File: src/hw/rtl/sqlhl_pkg.sv
package sqlhl_pkg;

  // Default sizes, handed down from the top level
  localparam int POS_BITS_DEFAULT        = 16;
  localparam int MAX_KEYWORD_LEN_DEFAULT = 11;

  // Fixed width of the position fields in a result
  localparam int OUT_POS_BITS = 16;

  // Keyword table: text is left aligned and padded with spaces
  localparam int KW_COUNT   = 19;
  localparam int KW_MAX_LEN = 11;

  typedef logic [8*KW_MAX_LEN-1:0] kw_text_t;

  localparam kw_text_t KW_TEXT [KW_COUNT] = '{
    "CONSTRUCTOR", "OVERRIDING ", "MEMBER     ", "FUNCTION   ", "PROCEDURE  ",
    "NULL       ", "IS         ", "AS         ", "SELF       ", "NOT        ",
    "OR         ", "AND        ", "RETURN     ", "BEGIN      ", "END        ",
    "LOOP       ", "IF         ", "THEN       ", "ELSE       "
  };

  localparam logic [3:0] KW_LEN [KW_COUNT] = '{
    4'd11, 4'd10, 4'd6, 4'd8, 4'd9, 4'd4, 4'd2, 4'd2, 4'd4, 4'd3,
    4'd2, 4'd3, 4'd6, 4'd5, 4'd3, 4'd4, 4'd2, 4'd4, 4'd4
  };

  // Span styles
  localparam logic [1:0] STYLE_BLUE    = 2'd0;
  localparam logic [1:0] STYLE_RED     = 2'd1;
  localparam logic [1:0] STYLE_COMMENT = 2'd2;

  localparam logic [1:0] KW_STYLE [KW_COUNT] = '{
    STYLE_BLUE, STYLE_BLUE, STYLE_BLUE, STYLE_BLUE, STYLE_BLUE,
    STYLE_BLUE, STYLE_BLUE, STYLE_BLUE, STYLE_BLUE, STYLE_BLUE,
    STYLE_BLUE, STYLE_BLUE, STYLE_BLUE, STYLE_RED,  STYLE_RED,
    STYLE_RED,  STYLE_RED,  STYLE_RED,  STYLE_RED
  };

  // Table rows the member tracker looks for
  localparam int KW_MEMBER    = 2;
  localparam int KW_FUNCTION  = 3;
  localparam int KW_PROCEDURE = 4;

  // Bytes with a role in comment detection
  localparam logic [7:0] CH_SLASH = 8'h2F;
  localparam logic [7:0] CH_STAR  = 8'h2A;
  localparam logic [7:0] CH_DASH  = 8'h2D;
  localparam logic [7:0] CH_LF    = 8'h0A;

  typedef enum logic [1:0] {
    MODE_IDLE,
    MODE_WORD,
    MODE_BLOCK,
    MODE_LINE
  } lex_mode_t;

  typedef enum logic [1:0] {
    TRK_NONE,
    TRK_MEMBER,
    TRK_PROCFUNC
  } member_track_t;

  typedef struct packed {
    logic [7:0] ch;
    logic       start_of_text;
  } sqlhl_in_t;

  typedef struct packed {
    logic                    span_valid;
    logic [1:0]              span_style;
    logic [OUT_POS_BITS-1:0] span_begin;
    logic [OUT_POS_BITS-1:0] span_end;
    logic                    member_name_valid;
  } sqlhl_out_t;

  // Keyword match status from the matcher to the lexer core
  typedef struct packed {
    logic       hit;
    logic [1:0] style;
    logic       is_member;
    logic       is_procfunc;
  } kw_status_t;

  // Delimiter set; every other byte, zero included, is a word byte
  function automatic logic is_delim(input logic [7:0] c);
    logic d;
    case (c) inside
      8'h7E, 8'h27, 8'h21, 8'h40, 8'h23, 8'h24, 8'h25, 8'h5E,
      8'h26, 8'h2A, 8'h28, 8'h29, 8'h2D, 8'h3D, 8'h2B, 8'h5C,
      8'h7C, 8'h2F, 8'h3F, 8'h2C, 8'h2E, 8'h5B, 8'h5D, 8'h7B,
      8'h7D, 8'h22, 8'h60, 8'h3B, 8'h0A, 8'h09, 8'h0D, 8'h20: d = 1'b1;
      default: d = 1'b0;
    endcase
    return d;
  endfunction

  // ASCII uppercase, a-z only
  function automatic logic [7:0] to_upper(input logic [7:0] c);
    logic [7:0] u;
    case (c) inside
      [8'h61:8'h7A]: u = c - 8'h20;
      default:       u = c;
    endcase
    return u;
  endfunction

endpackage

File: src/hw/rtl/sql_highlight_lexer_unit.sv
// A byte waits in the input register; its result is then loaded into the result register.
//   The lexer state loop and keyword compare are combinational.
// Throughput: one byte per cycle, held while a result waits untaken in the result register.
// Bytes that end neither a span nor a member name give no result.
// Reset (rst, synchronous): empties both registers and returns the lexer to idle at
//   position zero; the word buffer is not cleared.
module sql_highlight_lexer_unit #(
  parameter int POS_BITS        = sqlhl_pkg::POS_BITS_DEFAULT,
  parameter int MAX_KEYWORD_LEN = sqlhl_pkg::MAX_KEYWORD_LEN_DEFAULT
) (
  input  logic                  clk,
  input  logic                  rst,
  input  logic                  byte_valid,
  output logic                  byte_ready,
  input  sqlhl_pkg::sqlhl_in_t  byte_item,
  output logic                  result_valid,
  input  logic                  result_ready,
  output sqlhl_pkg::sqlhl_out_t result_item
);

  logic                  in_full;
  sqlhl_pkg::sqlhl_in_t  in_item;
  logic                  advance;
  logic                  core_hit;
  sqlhl_pkg::sqlhl_out_t core_res;

  // Stage moves when the result register is free or nothing is produced
  assign advance    = in_full && (!result_valid || result_ready || !core_hit);
  assign byte_ready = !in_full || advance;

  sqlhl_lex_core #(
    .POS_BITS       (POS_BITS),
    .MAX_KEYWORD_LEN(MAX_KEYWORD_LEN)
  ) u_core (
    .clk    (clk),
    .rst    (rst),
    .step   (advance),
    .item   (in_item),
    .res_hit(core_hit),
    .res    (core_res)
  );

  // Input register
  always_ff @(posedge clk) begin
    if (rst) begin
      in_full <= 1'b0;
    end else if (byte_valid && byte_ready) begin
      in_full <= 1'b1;
    end else if (advance) begin
      in_full <= 1'b0;
    end
  end

  always_ff @(posedge clk) begin
    if (byte_valid && byte_ready) begin
      in_item <= byte_item;
    end
  end

  // Result register
  always_ff @(posedge clk) begin
    if (rst) begin
      result_valid <= 1'b0;
    end else if (advance && core_hit) begin
      result_valid <= 1'b1;
    end else if (result_ready) begin
      result_valid <= 1'b0;
    end
  end

  always_ff @(posedge clk) begin
    if (advance && core_hit) begin
      result_item <= core_res;
    end
  end

endmodule

File: src/hw/rtl/sqlhl_keyword_match.sv
module sqlhl_keyword_match #(
  parameter int MAX_KEYWORD_LEN = sqlhl_pkg::MAX_KEYWORD_LEN_DEFAULT,
  localparam int LEN_BITS = $clog2(MAX_KEYWORD_LEN + 1)
) (
  input  logic [7:0]          word_bytes [MAX_KEYWORD_LEN],
  input  logic [LEN_BITS-1:0] word_length,
  input  logic                word_too_long,
  output sqlhl_pkg::kw_status_t status
);

  logic [sqlhl_pkg::KW_COUNT-1:0] kw_eq;

  // One comparator row per keyword, bytes past the keyword length ignored
  always_comb begin
    for (int k = 0; k < sqlhl_pkg::KW_COUNT; k++) begin
      kw_eq[k] = !word_too_long && (word_length == LEN_BITS'(sqlhl_pkg::KW_LEN[k]));
      for (int i = 0; i < sqlhl_pkg::KW_MAX_LEN; i++) begin
        if (i < int'(sqlhl_pkg::KW_LEN[k]) &&
            word_bytes[i] != sqlhl_pkg::KW_TEXT[k][8*(sqlhl_pkg::KW_MAX_LEN-1-i) +: 8]) begin
          kw_eq[k] = 1'b0;
        end
      end
    end
  end

  // First matching row wins
  always_comb begin
    status.hit         = |kw_eq;
    status.style       = sqlhl_pkg::STYLE_BLUE;
    status.is_member   = kw_eq[sqlhl_pkg::KW_MEMBER];
    status.is_procfunc = kw_eq[sqlhl_pkg::KW_PROCEDURE] | kw_eq[sqlhl_pkg::KW_FUNCTION];
    for (int k = sqlhl_pkg::KW_COUNT - 1; k >= 0; k--) begin
      if (kw_eq[k]) begin
        status.style = sqlhl_pkg::KW_STYLE[k];
      end
    end
  end

endmodule

File: src/hw/rtl/sqlhl_lex_core.sv
module sqlhl_lex_core #(
  parameter int POS_BITS        = sqlhl_pkg::POS_BITS_DEFAULT,
  parameter int MAX_KEYWORD_LEN = sqlhl_pkg::MAX_KEYWORD_LEN_DEFAULT
) (
  input  logic                  clk,
  input  logic                  rst,
  input  logic                  step,
  input  sqlhl_pkg::sqlhl_in_t  item,
  output logic                  res_hit,
  output sqlhl_pkg::sqlhl_out_t res
);

  localparam int LEN_BITS = $clog2(MAX_KEYWORD_LEN + 1);
  localparam int IDX_BITS = $clog2(MAX_KEYWORD_LEN);

  // Lexer state
  sqlhl_pkg::lex_mode_t     lex_mode, lex_mode_next;
  sqlhl_pkg::member_track_t member_track, member_track_next;
  logic [7:0]               prior_byte;
  logic [POS_BITS-1:0]      position, position_next;
  logic [POS_BITS-1:0]      span_start, span_start_next;
  logic [7:0]               word_bytes [MAX_KEYWORD_LEN];
  logic [LEN_BITS-1:0]      word_length, word_length_next;
  logic                     word_too_long, word_too_long_next;

  // State as seen by this byte, after a start of text
  sqlhl_pkg::lex_mode_t     cur_mode, mode_after;
  sqlhl_pkg::member_track_t cur_track;
  logic [7:0]               pred;
  logic [POS_BITS-1:0]      pos, pos_inc, pos_dec, cur_start;
  logic [LEN_BITS-1:0]      cur_length;
  logic                     cur_too_long;
  logic                     is_word;
  logic                     push_en;
  logic [IDX_BITS-1:0]      push_idx;
  logic [7:0]               push_byte;
  sqlhl_pkg::kw_status_t    kw;

  assign cur_mode     = item.start_of_text ? sqlhl_pkg::MODE_IDLE : lex_mode;
  assign cur_track    = item.start_of_text ? sqlhl_pkg::TRK_NONE  : member_track;
  assign pred         = item.start_of_text ? 8'h00 : prior_byte;
  assign pos          = item.start_of_text ? '0 : position;
  assign cur_start    = item.start_of_text ? '0 : span_start;
  assign cur_length   = item.start_of_text ? '0 : word_length;
  assign cur_too_long = item.start_of_text ? 1'b0 : word_too_long;

  assign pos_inc   = (pos == '1) ? pos : pos + 1'b1;
  assign pos_dec   = (pos == '0) ? pos : pos - 1'b1;
  assign is_word   = !sqlhl_pkg::is_delim(item.ch);
  // A new word starts filling the buffer from the first entry
  assign push_idx  = (cur_mode == sqlhl_pkg::MODE_IDLE) ? '0 : cur_length[IDX_BITS-1:0];
  assign push_byte = sqlhl_pkg::to_upper(item.ch);

  sqlhl_keyword_match #(
    .MAX_KEYWORD_LEN(MAX_KEYWORD_LEN)
  ) u_match (
    .word_bytes   (word_bytes),
    .word_length  (cur_length),
    .word_too_long(cur_too_long),
    .status       (kw)
  );

  // Next state and result for one byte
  always_comb begin
    lex_mode_next      = cur_mode;
    member_track_next  = cur_track;
    position_next      = pos_inc;
    span_start_next    = cur_start;
    word_length_next   = cur_length;
    word_too_long_next = cur_too_long;
    push_en            = 1'b0;
    mode_after         = cur_mode;
    res_hit            = 1'b0;
    res.span_valid        = 1'b0;
    res.span_style        = sqlhl_pkg::STYLE_BLUE;
    res.span_begin        = sqlhl_pkg::OUT_POS_BITS'(cur_start);
    res.span_end          = sqlhl_pkg::OUT_POS_BITS'(pos);
    res.member_name_valid = 1'b0;

    if (is_word) begin
      // Word byte: open a word from idle, or extend the open one
      if (cur_mode == sqlhl_pkg::MODE_IDLE || cur_mode == sqlhl_pkg::MODE_WORD) begin
        if (cur_mode == sqlhl_pkg::MODE_IDLE) begin
          lex_mode_next   = sqlhl_pkg::MODE_WORD;
          span_start_next = pos;
        end
        if (cur_mode == sqlhl_pkg::MODE_IDLE ||
            cur_length < LEN_BITS'(MAX_KEYWORD_LEN)) begin
          push_en          = 1'b1;
          word_length_next = (cur_mode == sqlhl_pkg::MODE_IDLE) ?
                             LEN_BITS'(1) : cur_length + 1'b1;
          if (cur_mode == sqlhl_pkg::MODE_IDLE) begin
            word_too_long_next = 1'b0;
          end
        end else begin
          word_too_long_next = 1'b1;
        end
      end
    end else begin
      // Word end: keyword lookup and member tracking
      if (cur_mode == sqlhl_pkg::MODE_WORD) begin
        mode_after = sqlhl_pkg::MODE_IDLE;
        case (cur_track)
          sqlhl_pkg::TRK_NONE: begin
            if (kw.is_member) begin
              member_track_next = sqlhl_pkg::TRK_MEMBER;
            end
          end
          sqlhl_pkg::TRK_MEMBER: begin
            if (kw.is_procfunc) begin
              member_track_next = sqlhl_pkg::TRK_PROCFUNC;
            end
          end
          default: begin
            member_track_next     = sqlhl_pkg::TRK_NONE;
            res.member_name_valid = 1'b1;
          end
        endcase
        res.span_valid = kw.hit;
        res.span_style = kw.hit ? kw.style : sqlhl_pkg::STYLE_BLUE;
        res_hit        = kw.hit | res.member_name_valid;
      end
      lex_mode_next = mode_after;

      // Comment open and close
      if (mode_after == sqlhl_pkg::MODE_IDLE && item.ch == sqlhl_pkg::CH_STAR &&
          pred == sqlhl_pkg::CH_SLASH) begin
        lex_mode_next   = sqlhl_pkg::MODE_BLOCK;
        span_start_next = pos_dec;
      end else if (mode_after == sqlhl_pkg::MODE_BLOCK && item.ch == sqlhl_pkg::CH_SLASH &&
                   pred == sqlhl_pkg::CH_STAR) begin
        lex_mode_next         = sqlhl_pkg::MODE_IDLE;
        res_hit               = 1'b1;
        res.span_valid        = 1'b1;
        res.span_style        = sqlhl_pkg::STYLE_COMMENT;
        res.span_end          = sqlhl_pkg::OUT_POS_BITS'(pos_inc);
        res.member_name_valid = 1'b0;
      end else if (mode_after == sqlhl_pkg::MODE_IDLE && item.ch == sqlhl_pkg::CH_DASH &&
                   pred == sqlhl_pkg::CH_DASH) begin
        lex_mode_next   = sqlhl_pkg::MODE_LINE;
        span_start_next = pos_dec;
      end else if (mode_after == sqlhl_pkg::MODE_LINE && item.ch == sqlhl_pkg::CH_LF) begin
        lex_mode_next         = sqlhl_pkg::MODE_IDLE;
        res_hit               = 1'b1;
        res.span_valid        = 1'b1;
        res.span_style        = sqlhl_pkg::STYLE_COMMENT;
        res.member_name_valid = 1'b0;
      end
    end
  end

  // Control state
  always_ff @(posedge clk) begin
    if (rst) begin
      lex_mode      <= sqlhl_pkg::MODE_IDLE;
      member_track  <= sqlhl_pkg::TRK_NONE;
      prior_byte    <= 8'h00;
      position      <= '0;
      span_start    <= '0;
      word_length   <= '0;
      word_too_long <= 1'b0;
    end else if (step) begin
      lex_mode      <= lex_mode_next;
      member_track  <= member_track_next;
      prior_byte    <= item.ch;
      position      <= position_next;
      span_start    <= span_start_next;
      word_length   <= word_length_next;
      word_too_long <= word_too_long_next;
    end
  end

  // Word buffer, no reset: only entries below the length are compared
  always_ff @(posedge clk) begin
    for (int j = 0; j < MAX_KEYWORD_LEN; j++) begin
      if (step && push_en && push_idx == IDX_BITS'(j)) begin
        word_bytes[j] <= push_byte;
      end
    end
  end

endmodule
File: config.mk
export PLATFORM = sky130hd
export DESIGN_NAME = sql_highlight_lexer_unit
export DESIGN_NICKNAME = d
export VERILOG_FILES = /design/src/hw/rtl/sqlhl_pkg.sv /design/src/hw/rtl/sql_highlight_lexer_unit.sv /design/src/hw/rtl/sqlhl_keyword_match.sv /design/src/hw/rtl/sqlhl_lex_core.sv
export SDC_FILE = /design/constraint.sdc
export NUM_CORES = 1
export LEC_CHECK = 0
export BUFFER_PORTS_ARGS = -buffer_cell sky130_fd_sc_hd__buf_2
export CAP_MARGIN = 20
export CORE_ASPECT_RATIO = 1.4
export CORE_MARGIN = 4
export CORE_UTILIZATION = 55
export DETAILED_ROUTE_END_ITERATION = 8
export PLACE_DENSITY = 0.86
export SLEW_MARGIN = 25
export SYNTH_ARGS = -nofsm -noshare
export SYNTH_HDL_FRONTEND = slang
export SYNTH_SLANG_ARGS = --single-unit
File: constraint.sdc
create_clock -name clk -period 4.5 [get_ports clk]
set_input_delay 1.35 -clock clk [delete_from_list [all_inputs] [get_ports clk]]
set_output_delay 1.35 -clock clk [all_outputs]
set_load 0.1 [all_outputs]
# == Word-level counts from Yosys, hierarchy flattened ==
# Cells that the tools add are included.
# totals
word_cells,390
ff_bits,184
in_bits,13
# classes
magnitude_cmp,3
n_mux,179
reduce_logical,51
n_bitwise,2
eq_ne,124
add_sub_neg,4
# op_table
op,count
$ne A8 B7 Y1 const B,65
$eq A8 B6 Y1 const B,22
$mux W16,11
$mux W1,118
$eq A8 B7 Y1 const B,10
$mux W2,34
$mux W17,2
$logic_and A1 B1 Y1,32
$reduce_or A32 Y1,1
$eq A4 B3 Y1 const B,7
$eq A4 B4 Y1 const B,7
$eq A8 B4 Y1 const B,3
$mux W4,6
$reduce_or A19 Y1,1
$add A16 B1 Y16 const B,1
$eq A16 B16 Y1 const B,1
$eq A4 B2 Y1 const B,4
$logic_not A16 Y1,1
$mux W8,2
$sub A16 B1 Y16 const B,1
$mux W3,5
$ge A8 B7 Y1 const B,1
$le A8 B7 Y1 const B,1
$sub A8 B6 Y8 const B,1
13 further kinds,26

# == Logic depth before layout (Yosys ltp) ==
# Gate-level depths: netlist (run 1).
# logic_depth
word_depth,32
ltp_mapped,15
mapped_depth_nobuf,13

# == By module ==
# From an unflattened synthesis (run 1), not the netlist that was laid out.
# unflattened
hier_cells,909
hier_area_um2,9595.5
# by_module_without_submodules
module,cells_each,n_inst,area_each_um2
sqlhl_lex_core,691,1,7015.5
sql_highlight_lexer_unit,57,1,1455.1
sqlhl_keyword_match,161,1,1124.8

# == Worst setup path before layout (run 1) ==
# Ideal clock, no wire load.
# synth_path
path_kind,register to output
start,register u_core.word_length[2]
end,output port byte_ready
stages_incl_launch_ff,10
arrival_time_ns,3.522
setup_slack_ns,-0.372
path_cell_list,dfxtp_1 -> clkbuf_1 -> nor2b_1 -> and4b_1 -> and3_1 -> nand4_1 -> or3b_2 -> nor4b_2 -> nor2_1 -> o211ai_1
# synth_between
elab_chain_len,26
# synth_lines
element,line_no,source
from (decl),sqlhl_lex_core.sv:23,"logic [LEN_BITS-1:0] word_length, word_length_next;"
from (signal assigned),sqlhl_lex_core.sv:168,word_length <= word_length_next;
$mux W4 *,sqlhl_lex_core.sv:44,assign cur_length = item.start_of_text ? '0 : word_length;
$eq A4 B4 Y1,sqlhl_keyword_match.sv:16,kw_eq[k] = !word_too_long && (word_length == LEN_BITS'(sqlhl_pkg::KW_LEN[k]));
$logic_and A1 B1 Y1,sqlhl_keyword_match.sv:16,
$mux W1 (11 in a row),sqlhl_keyword_match.sv:18,if (i < int'(sqlhl_pkg::KW_LEN[k]) &&
$reduce_or A19 Y1 *,sqlhl_keyword_match.sv:28,status.hit = |kw_eq;
$or A1 B1 Y1 *,sqlhl_lex_core.sv:121,res_hit = kw.hit | res.member_name_valid;
$mux W1 *,sqlhl_lex_core.sv:101,if (cur_mode == sqlhl_pkg::MODE_WORD) begin
$mux W1,sqlhl_lex_core.sv:142,end else if (mode_after == sqlhl_pkg::MODE_LINE && item.ch == sqlhl_pkg::CH_LF) begin
$mux W1,sqlhl_lex_core.sv:138,end else if (mode_after == sqlhl_pkg::MODE_IDLE && item.ch == sqlhl_pkg::CH_DASH &&
$mux W1,sqlhl_lex_core.sv:130,end else if (mode_after == sqlhl_pkg::MODE_BLOCK && item.ch == sqlhl_pkg::CH_SLASH &&
$mux W1 *,sqlhl_lex_core.sv:126,if (mode_after == sqlhl_pkg::MODE_IDLE && item.ch == sqlhl_pkg::CH_STAR &&
$mux W1 *,sqlhl_lex_core.sv:80,if (is_word) begin
$logic_not A1 Y1 *,sql_highlight_lexer_unit.sv:28,assign advance = in_full && (!result_valid || result_ready || !core_hit);
$logic_or A1 B1 Y1 *,sql_highlight_lexer_unit.sv:28,
$logic_and A1 B1 Y1 *,sql_highlight_lexer_unit.sv:28,
$logic_or A1 B1 Y1 *,sql_highlight_lexer_unit.sv:29,assign byte_ready = !in_full || advance;
to (decl),sql_highlight_lexer_unit.sv:14,"output logic byte_ready,"
# Every way passes the cells marked *; elsewhere a longest branch is shown, timed or not.

# == Final worst setup path (run 1) ==
# layout_path
start,register u_core.word_bytes[74] in the netlist's numbering
end,output port byte_ready
# layout_between
elab_chain_len,23
# layout_lines
element,line_no,source
from (decl),sqlhl_lex_core.sv:22,logic [7:0] word_bytes [MAX_KEYWORD_LEN];
"from (signal, indexed assignment)",sqlhl_lex_core.sv:177,word_bytes[j] <= push_byte;
$ne A8 B7 Y1,sqlhl_keyword_match.sv:19,word_bytes[i] != sqlhl_pkg::KW_TEXT[k][8*(sqlhl_pkg::KW_MAX_LEN-1-i) +: 8]) begin
$mux W1 (10 in a row),sqlhl_keyword_match.sv:18,
$reduce_or A19 Y1 *,sqlhl_keyword_match.sv:28,
$or A1 B1 Y1 *,sqlhl_lex_core.sv:121,
$mux W1 *,sqlhl_lex_core.sv:101,
$mux W1,sqlhl_lex_core.sv:142,
$mux W1,sqlhl_lex_core.sv:138,
$mux W1,sqlhl_lex_core.sv:130,
$mux W1 *,sqlhl_lex_core.sv:126,
$mux W1 *,sqlhl_lex_core.sv:80,
$logic_not A1 Y1 *,sql_highlight_lexer_unit.sv:28,
$logic_or A1 B1 Y1 *,sql_highlight_lexer_unit.sv:28,
$logic_and A1 B1 Y1 *,sql_highlight_lexer_unit.sv:28,
$logic_or A1 B1 Y1 *,sql_highlight_lexer_unit.sv:29,
# Marked as above.

==> summary.md, run 1 <==
| Metric | Value |
|---|---|
| Vias in the first global route | 9289 |
| Starting density of the core | 0.565 |
| Source of the critical timing path | u_core.word_bytes[74]$_DFFE_PP_ |
| Register-to-register path setup slack | 0.48 ns |
| Met3 usage in global routing | 0.0631 |
| Post-synthesis instance total | 1002 |
| Die footprint | 20200 um2 |
| Total internal power | 2.68 mW |
| Total number of vias | 9299 |
| Measured slew at the worst slew-check pin | 1.05 ns |
| Worst-skew pair later-pin latency | 0.45 ns |
| Number of iterations in the first detailed-routing pass | 6 |
| Detail Route Antenna Nets | 0 |
| Synthesized Nets | 1020 |
| Final count of pins violating max slew | 0 |
| End point of the worst hold path | u_core.span_start[1]$_SDFFE_PP0P_ |
| Fraction of final layout cells sized beyond drive strength 1 | 0.169 |
| Cells on worst reg2reg path | 12 |
| Most used standard cell by instance count after synthesis | sky130_fd_sc_hd__edfxtp_1 |
| First-pass GRT wire length | 52000 um |
| Met2 capacity usage during global routing | 0.573 |
| Post-synth cell types | 74 |
| Placed cells | 1283 |
| TritonCTS clock tree | built |
| NetSw | 0.969 mW |
| Class of the most critical setup path | reg -> out |
| Number of flops mapped to enable cells by yosys | 133 |
| Post-detail-place hpwl | 23400 um |
| Run status | finished with violations |
| FF+latch count, synth | 184 |
| Area of the placeable core | 17500 um2 |
| Hold Vio Cnt, Final | 0 |
| Wire length reported by the detailed router | 33000 um |
| Count of buffer and inverter cells on the critical path | 1 |
| Number of design rule violations left after detail routing | 0 |
| Syn avg cell area | 9.85 um2 |
| Final weighted congestion in routability-driven placement | 1.01 |
| Finish-stage setup viols | 1 |
| Area fraction of the dominant cell type after synthesis | 0.404 |
| Origin of the worst min-delay path | u_core.span_start[1]$_SDFFE_PP0P_ |
| Leakage power total | 3.70 nW |
| Most area-consuming cells after synthesis | sky130_fd_sc_hd__edfxtp_1, sky130_fd_sc_hd__dfxtp_1, sky130_fd_sc_hd__nand2_1 |
| Minimum clock period after layout | 4.78 ns |
| Violated checks | negative setup slack |
| Maximum clock path buffer count | 2 |
| Highest Clock Rate | 209 MHz |
| Maximum number of pins on one net before global-route repair | 47 |
| Total clock buffers created by CTS | 17 |
| Worst setup slack after layout | -0.278 ns |
| RSZ-0062 raised after global routing | true |
| Met1 Use GR | 0.361 |
| Synth cell count leaders | sky130_fd_sc_hd__edfxtp_1, sky130_fd_sc_hd__nand2_1, sky130_fd_sc_hd__nor2_1 |
| Maxcap violations | 0 |
| Row cnt | 57 |
| Worst IR drop on VDD | 0.225 mV |
| Switching part of the total | 0.265 |
| Cell Count, Final, Fillers Out | 1317 |
| Arrival time at the worst endpoint | 3.43 ns |
| Most used routing layer in global routing | met2 |
| Max-Slew Margin vs Limit | 0.297 |
| Fin Hold WS | 0.465 ns |
| RR Endpoint | u_core.position[15]$_SDFFE_PP0P_ |
| Post-synthesis sequential area ratio | 0.508 |
| Total routing resource utilization after global routing | 0.333 |
| Top Ports | 51 |
| Largest fanout on the critical path | 2 |
| Area overhead of the layout relative to synthesis | 14.7% |
| Number of inserted diodes | 0 |
| Cell mode on critical path | sky130_fd_sc_hd__or4_4 |
| Worst Path Required | 3.15 ns |
| Vias per inst | 7.06 |
| Number of nets in the layout | 1086 |
| Main flop type after synthesis | sky130_fd_sc_hd__edfxtp_1 |
| Aggregate global routing overflow | 0 |
| Period utilization | 1.06 |
| Crit. End Element | output pin |
| Combinational fraction of design power | 0.073 |
| CTS Sinks | 184 |
| Yosys warnings | 0 |
| Hold crit path type | reg -> reg |
| Area of the mapped netlist | 9870 um2 |
| Cell at the root of the clock tree | sky130_fd_sc_hd__clkbuf_16 |
| Hold Path Depth | 2 |
| Power density of the placed cells | 322 nW/um2 |
| CP max stage cell | sky130_fd_sc_hd__or4_4 |
| Share of power burned in the clock network | 0.414 |
| Crit Reg-Reg Startpoint | in_item[0]$_DFFE_PP_ |
| Kind of start point of the critical path | flip-flop |
| Die H | 167 um |
| # hold bufs at CTS | 0 |
| Dominant cell type by area after synthesis | sky130_fd_sc_hd__edfxtp_1 |
| Delay of the slowest cell on the worst path | 0.57 ns |
| Horizontal die dimension | 121 um |
| Initial antenna violation count | 0 |
| Kind of cell adding the most delay to the critical path | simple AND/OR/NAND/NOR gates |
| Detailed router's first-iteration violation count | 1210 |
| H-Tree Depth | 4 |
| Clock slew seen by the registers of the worst setup and hold paths | 0.08 ns |
| Post-Route Skew | 0.0142 ns |
| Relative contribution of sequential cells to total power | 0.513 |
| Average routed wire per standard cell | 25.0 um |
| Cell Chain, Critical Path | or4_4 > or4_1 > or3_1 > or4_4 > o2111ai_2 > nor4b_4 > nor2_1 > o211ai_1 > buf_12 |
| Post-synth ARST share | 0 |
| Number of buffer cells added on primary ports | 50 |
-- registers in the layout (all words and copies together) (netlist names) --
name and flops:
u_core.span_start 16, u_core.word_bytes 88, in_full 1, u_core.prior_byte 8
u_core.word_length 4, u_core.position 16, u_core.word_too_long 1, result_valid 1
u_core.member_track 2, u_core.lex_mode 2, in_item 9, result_item 36
-- power groups by stage --
stage,registers (mW),clock network (mW),logic (mW)
finish,1.87,1.51,0.266
global route,1.88,1.59,0.284
CTS,1.87,1.51,0.256
detailed placement,1.91,0,0.252
global placement,1.91,0,0.246
floorplan,1.90,0,0.168
-- worst register-to-register path: cells and delay by family (launching register included) --
family,cells,cell delay [ns]
DFF,1,0.54
and+or+nand+nor,8,2.18
buffers and inverters,3,1.11
AOI/OAI and AO/OA,1,0.14
-- layout make-up --
cell class,instances,area (um2)
Fill cell,1349,6140
Clock inverter,15,188
Inverter,16,61.3
Clock buffer,17,425
Tap cell,236,295
Sequential cell,184,5010
Timing Repair Buffer,117,768
Multi-Input combinational cell,732,4580
-- worst max-delay path by stage --
stage	to	slack, ns	cells past startpoint
floorplan	byte_ready	-0.19	9
global placement	byte_ready	0.05	9
detailed placement	byte_ready	0.07	10
CTS	byte_ready	-0.24	9
global route	byte_ready	-0.35	9
finish	byte_ready	-0.28	9
-- through the flow --
stage               power (mW)  utilization  setup WS (ns)  cell area (um2)  setup TNS [ns]
floorplan                 2.07            -         -0.188             9910          -0.188
global placement          2.16        0.610         0.0488            10700               0
detailed placement        2.16        0.611         0.0716            10700               0
CTS                       3.64        0.648         -0.240            11300          -0.240
global route              3.75        0.648         -0.347            11300          -0.347
finish                    3.65        0.648         -0.278            11300          -0.278
-- repair_timing --
action	4_1_cts	5_1_grt
endpoints found under the setup margin	1	1
gates cloned	0	0
pin swaps	3	0
gates resized for setup	5	1
buffers inserted	2	0
-- layer usage --
layer  routed length [um]  vias to the layer above
met4                 2970                        0
met5                    0                        -
met3                 2810                      238
li1                     -                     4020
met1                10500                     4337
met2                16700                      704
-- cell usage in the layout (no fill, tap or decap), types with 7 or more instances in the layout --
| cell type | Yosys | routed |
|---|---|---|
| sky130_fd_sc_hd__nand4_1 | 31 | 31 |
| sky130_fd_sc_hd__nor3_1 | 47 | 42 |
| sky130_fd_sc_hd__xnor2_1 | 9 | 9 |
| sky130_fd_sc_hd__buf_2 | 6 | 49 |
| sky130_fd_sc_hd__inv_1 | 15 | 15 |
| sky130_fd_sc_hd__a31oi_1 | 13 | 13 |
| sky130_fd_sc_hd__buf_4 | 2 | 67 |
| sky130_fd_sc_hd__clkbuf_16 | 0 | 17 |
| sky130_fd_sc_hd__nand3_1 | 42 | 42 |
| sky130_fd_sc_hd__or3_1 | 11 | 11 |
| sky130_fd_sc_hd__o21ai_0 | 55 | 55 |
| sky130_fd_sc_hd__and2_1 | 8 | 8 |
| sky130_fd_sc_hd__nor4bb_1 | 17 | 17 |
| sky130_fd_sc_hd__a21o_1 | 10 | 10 |
| sky130_fd_sc_hd__and4b_1 | 8 | 8 |
| sky130_fd_sc_hd__a21oi_1 | 51 | 50 |
| sky130_fd_sc_hd__nor2b_1 | 36 | 36 |
| sky130_fd_sc_hd__and4_1 | 7 | 7 |
| sky130_fd_sc_hd__o31ai_1 | 7 | 7 |
| sky130_fd_sc_hd__nor4b_1 | 20 | 19 |
| sky130_fd_sc_hd__or4_1 | 12 | 11 |
| sky130_fd_sc_hd__nor4_1 | 32 | 32 |
| sky130_fd_sc_hd__nand3b_1 | 7 | 7 |
| sky130_fd_sc_hd__nor3b_1 | 10 | 10 |
| sky130_fd_sc_hd__nor2_1 | 76 | 74 |
| sky130_fd_sc_hd__a211oi_1 | 7 | 7 |
| sky130_fd_sc_hd__edfxtp_1 | 133 | 133 |
| sky130_fd_sc_hd__nand4b_1 | 11 | 11 |
| sky130_fd_sc_hd__and3_1 | 11 | 11 |
| sky130_fd_sc_hd__o211ai_1 | 16 | 16 |
| sky130_fd_sc_hd__dfxtp_1 | 51 | 51 |
| sky130_fd_sc_hd__nand2b_1 | 9 | 9 |
| sky130_fd_sc_hd__nand2_1 | 81 | 81 |
-- cells by family (layout without fill, tap and decap cells) --
group / count (synthesis) / in the layout / synth area share
muxes: 6 / 6 / 0.00621
and+or+nand+nor: 495 / 495 / 0.292
AOI/OAI and AO/OA: 214 / 214 / 0.141
buffers and inverters: 86 / 165 / 0.0365
DFF: 184 / 184 / 0.508
adders and majority gates: 5 / 5 / 0.00634
xor gates and xnor gates: 12 / 12 / 0.0106
No activity file was read; power rests on OpenSTA's default activity.
==> run 2: changes to the inputs <==
--- a/config.mk
+++ b/config.mk
@@ -11,8 +11,9 @@
 export CORE_MARGIN = 4
 export CORE_UTILIZATION = 55
 export DETAILED_ROUTE_END_ITERATION = 8
-export PLACE_DENSITY = 0.86
-export SLEW_MARGIN = 25
+export HOLD_SLACK_MARGIN = 0.08
+export PLACE_DENSITY = 0.85
+export SLEW_MARGIN = 10
 export SYNTH_ARGS = -nofsm -noshare
 export SYNTH_HDL_FRONTEND = slang
 export SYNTH_SLANG_ARGS = --single-unit
==> run 2 against run 1 <==
  * The flow still finishes with violations (negative setup slack)
  * Final area is 1.2% higher
  * Clock power is 5% higher
  * Die area stayed put
  * Critical endpoint unchanged
  * Largest cell class unchanged
  * Highest routed layer unchanged
==> summary.md, run 2 (synthesis gave the netlist of run 1 again) <==
| Metric | Value |
|---|---|
| Commonest non-fill, non-tap cell in the layout | sky130_fd_sc_hd__edfxtp_1 |
| Cell Chain, Critical Path | or4_4 > or4_1 > or3_1 > or4_4 > o2111ai_4 > nor4b_4 > nor2_2 > o211ai_1 > buf_4 > buf_12 |
| Total number of vias | 9295 |
| Kind of cell adding the most delay to the critical path | simple AND/OR/NAND/NOR gates |
| Post-detail-place hpwl | 23200 um |
| Combinational fraction of design power | 0.072 |
| Highest Clock Rate | 213 MHz |
| Number of design rule violations left after detail routing | 0 |
| Final count of pins violating max slew | 0 |
| Die H | 167 um |
| Share of power burned in the clock network | 0.426 |
| Maxcap violations | 0 |
| Leakage power total | 3.77 nW |
| # hold bufs at CTS | 0 |
| Delay of the slowest cell on the worst path | 0.55 ns |
| Total routing resource utilization after global routing | 0.329 |
| Post-Route Setup TNS | -0.200 ns |
| Multi-input logic area | 4580 um2 |
| Total internal power | 2.74 mW |
| TritonCTS clock tree | built |
| Maximum clock path buffer count | 2 |
| First-pass GRT wire length | 51500 um |
| Class of the most critical setup path | reg -> out |
| CP max stage cell | sky130_fd_sc_hd__or4_4 |
| Max-Slew Margin vs Limit | 0.271 |
| Number of iterations in the first detailed-routing pass | 7 |
| Initial antenna violation count | 0 |
| Largest fanout on the critical path | 3 |
| Kind of start point of the critical path | flip-flop |
| Wire length reported by the detailed router | 32800 um |
| Total clock buffers created by CTS | 17 |
| Period utilization | 1.04 |
| Clock slew seen by the registers of the worst setup and hold paths | 0.07 ns |
| Cell mode on critical path | sky130_fd_sc_hd__or4_4 |
| Worst setup slack after layout | -0.200 ns |
| Hold Path Depth | 2 |
| Die footprint | 20200 um2 |
| Fraction of final layout cells sized beyond drive strength 1 | 0.178 |
| Worst Path Required | 3.15 ns |
| Measured slew at the worst slew-check pin | 1.09 ns |
| Detailed router's first-iteration violation count | 1319 |
| CTS Sinks | 184 |
| Most frequent cells in the layout | sky130_fd_sc_hd__edfxtp_1, sky130_fd_sc_hd__nand2_1, sky130_fd_sc_hd__buf_4 |
| Cell at the root of the clock tree | sky130_fd_sc_hd__clkbuf_16 |
| Final cell utilization of the core | 0.656 |
| Crit. End Element | output pin |
| Average routed wire per standard cell | 24.7 um |
| Number of nets in the layout | 1098 |
| RSZ-0062 raised after global routing | true |
| Reg with most FFs | u_core.word_bytes |
| Power density of the placed cells | 325 nW/um2 |
| Hold Vio Cnt, Final | 0 |
| Finish-stage setup viols | 1 |
| Switching part of the total | 0.265 |
| Count of buffer and inverter cells on the critical path | 2 |
| Final Cell Area | 11500 um2 |
| Row cnt | 57 |
| Area of the placeable core | 17500 um2 |
| Final weighted congestion in routability-driven placement | 1.03 |
| Vias per inst | 6.99 |
| Detail Route Antenna Nets | 0 |
| Aggregate global routing overflow | 0 |
| Arrival time at the worst endpoint | 3.35 ns |
| Relative contribution of sequential cells to total power | 0.502 |
| Violated checks | negative setup slack |
| H-Tree Depth | 4 |
| Number of inserted diodes | 0 |
| Horizontal die dimension | 121 um |
| Cells on worst reg2reg path | 11 |
| Placement-stage cell area | 10700 um2 |
| Area overhead of the layout relative to synthesis | 16.1% |
| Logic depth of the worst setup path including buffers | 10 |
| Minimum clock period after layout | 4.70 ns |
| Top Ports | 51 |
| Maximum number of pins on one net before global-route repair | 37 |
| Power, Total | 3.73 mW |
| Largest registers in the final layout | u_core.word_bytes (88), result_item (36) |
| Placed cells | 1294 |
| Max reg flops | 88 |
| Worst-skew pair later-pin latency | 0.44 ns |
| Number of filler cells placed in the layout | 1330 |
| Cell Count, Final, Fillers Out | 1329 |
| Worst IR drop on VDD | 0.220 mV |
| Number of buffer cells added on primary ports | 50 |
| NetSw | 0.989 mW |
| Post-Route Skew | 0.0143 ns |
| Area taken by flip-flops and latches | 5020 um2 |
| Vias in the first global route | 9071 |
| Hold crit path type | reg -> reg |
| Run status | finished with violations |
| Starting density of the core | 0.565 |
run 2: path summary, 6_finish.rpt:
check                                                  startpoint                                 to  slack [ns]
worst max register to register    u_core.word_bytes[81]$_DFFE_PP_     u_core.word_bytes[1]$_DFFE_PP_        0.54
worst min register to register  u_core.span_start[1]$_SDFFE_PP0P_  u_core.span_start[1]$_SDFFE_PP0P_        0.47
worst min-delay path            u_core.span_start[1]$_SDFFE_PP0P_  u_core.span_start[1]$_SDFFE_PP0P_        0.47
worst max-delay path              u_core.word_bytes[80]$_DFFE_PP_                         byte_ready       -0.20
run 2: layout make-up:
cell class              count  area share
clock buffers              17      0.0371
clock inverters            15      0.0184
multi-input cells         732       0.400
inverters                  16     0.00535
well taps                 236      0.0258
flip-flops and latches    184       0.438
repair buffers            129      0.0760
run 2: tightest hold or removal path: cells and delay by family (launching register included):
| kind | cells | cell delay, ns |
|---|---|---|
| AOI/OAI and AO/OA | 1 | 0.07 |
| DFF | 1 | 0.31 |
| and+or+nand+nor | 1 | 0.05 |
run 2: metrics by stage:
stage	hold slack, ns	setup WS [ns]
2_1_floorplan	0.431	-0.188
3_3_place_gp	0.440	0.0219
3_5_place_dp	0.451	0.0928
4_1_cts	0.466	-0.189
5_1_grt	0.478	-0.287
6_report	0.473	-0.200
run 2: power groups by stage:
stage          Sequential, mW  Combinational (mW)  Clock [mW]
2_1_floorplan            1.90               0.168           0
6_report                 1.87               0.268        1.59
5_1_grt                  1.88               0.287        1.67
3_3_place_gp             1.91               0.250           0
3_5_place_dp             1.91               0.257           0
4_1_cts                  1.87               0.259        1.59
run 2: timing repair:
item	4_1_cts	5_1_grt
gates resized for setup	6	7
setup buffers	1	2
setup endpoints to repair	1	1
pin swaps	1	2
run 2: metal layers:
metal	vias up	routed length, um	GRT usage
met5	-	0	0
met4	0	2930	0.225
met3	210	2410	0.0526
met1	4387	10900	0.368
li1	4042	-	-
met2	656	16600	0.568
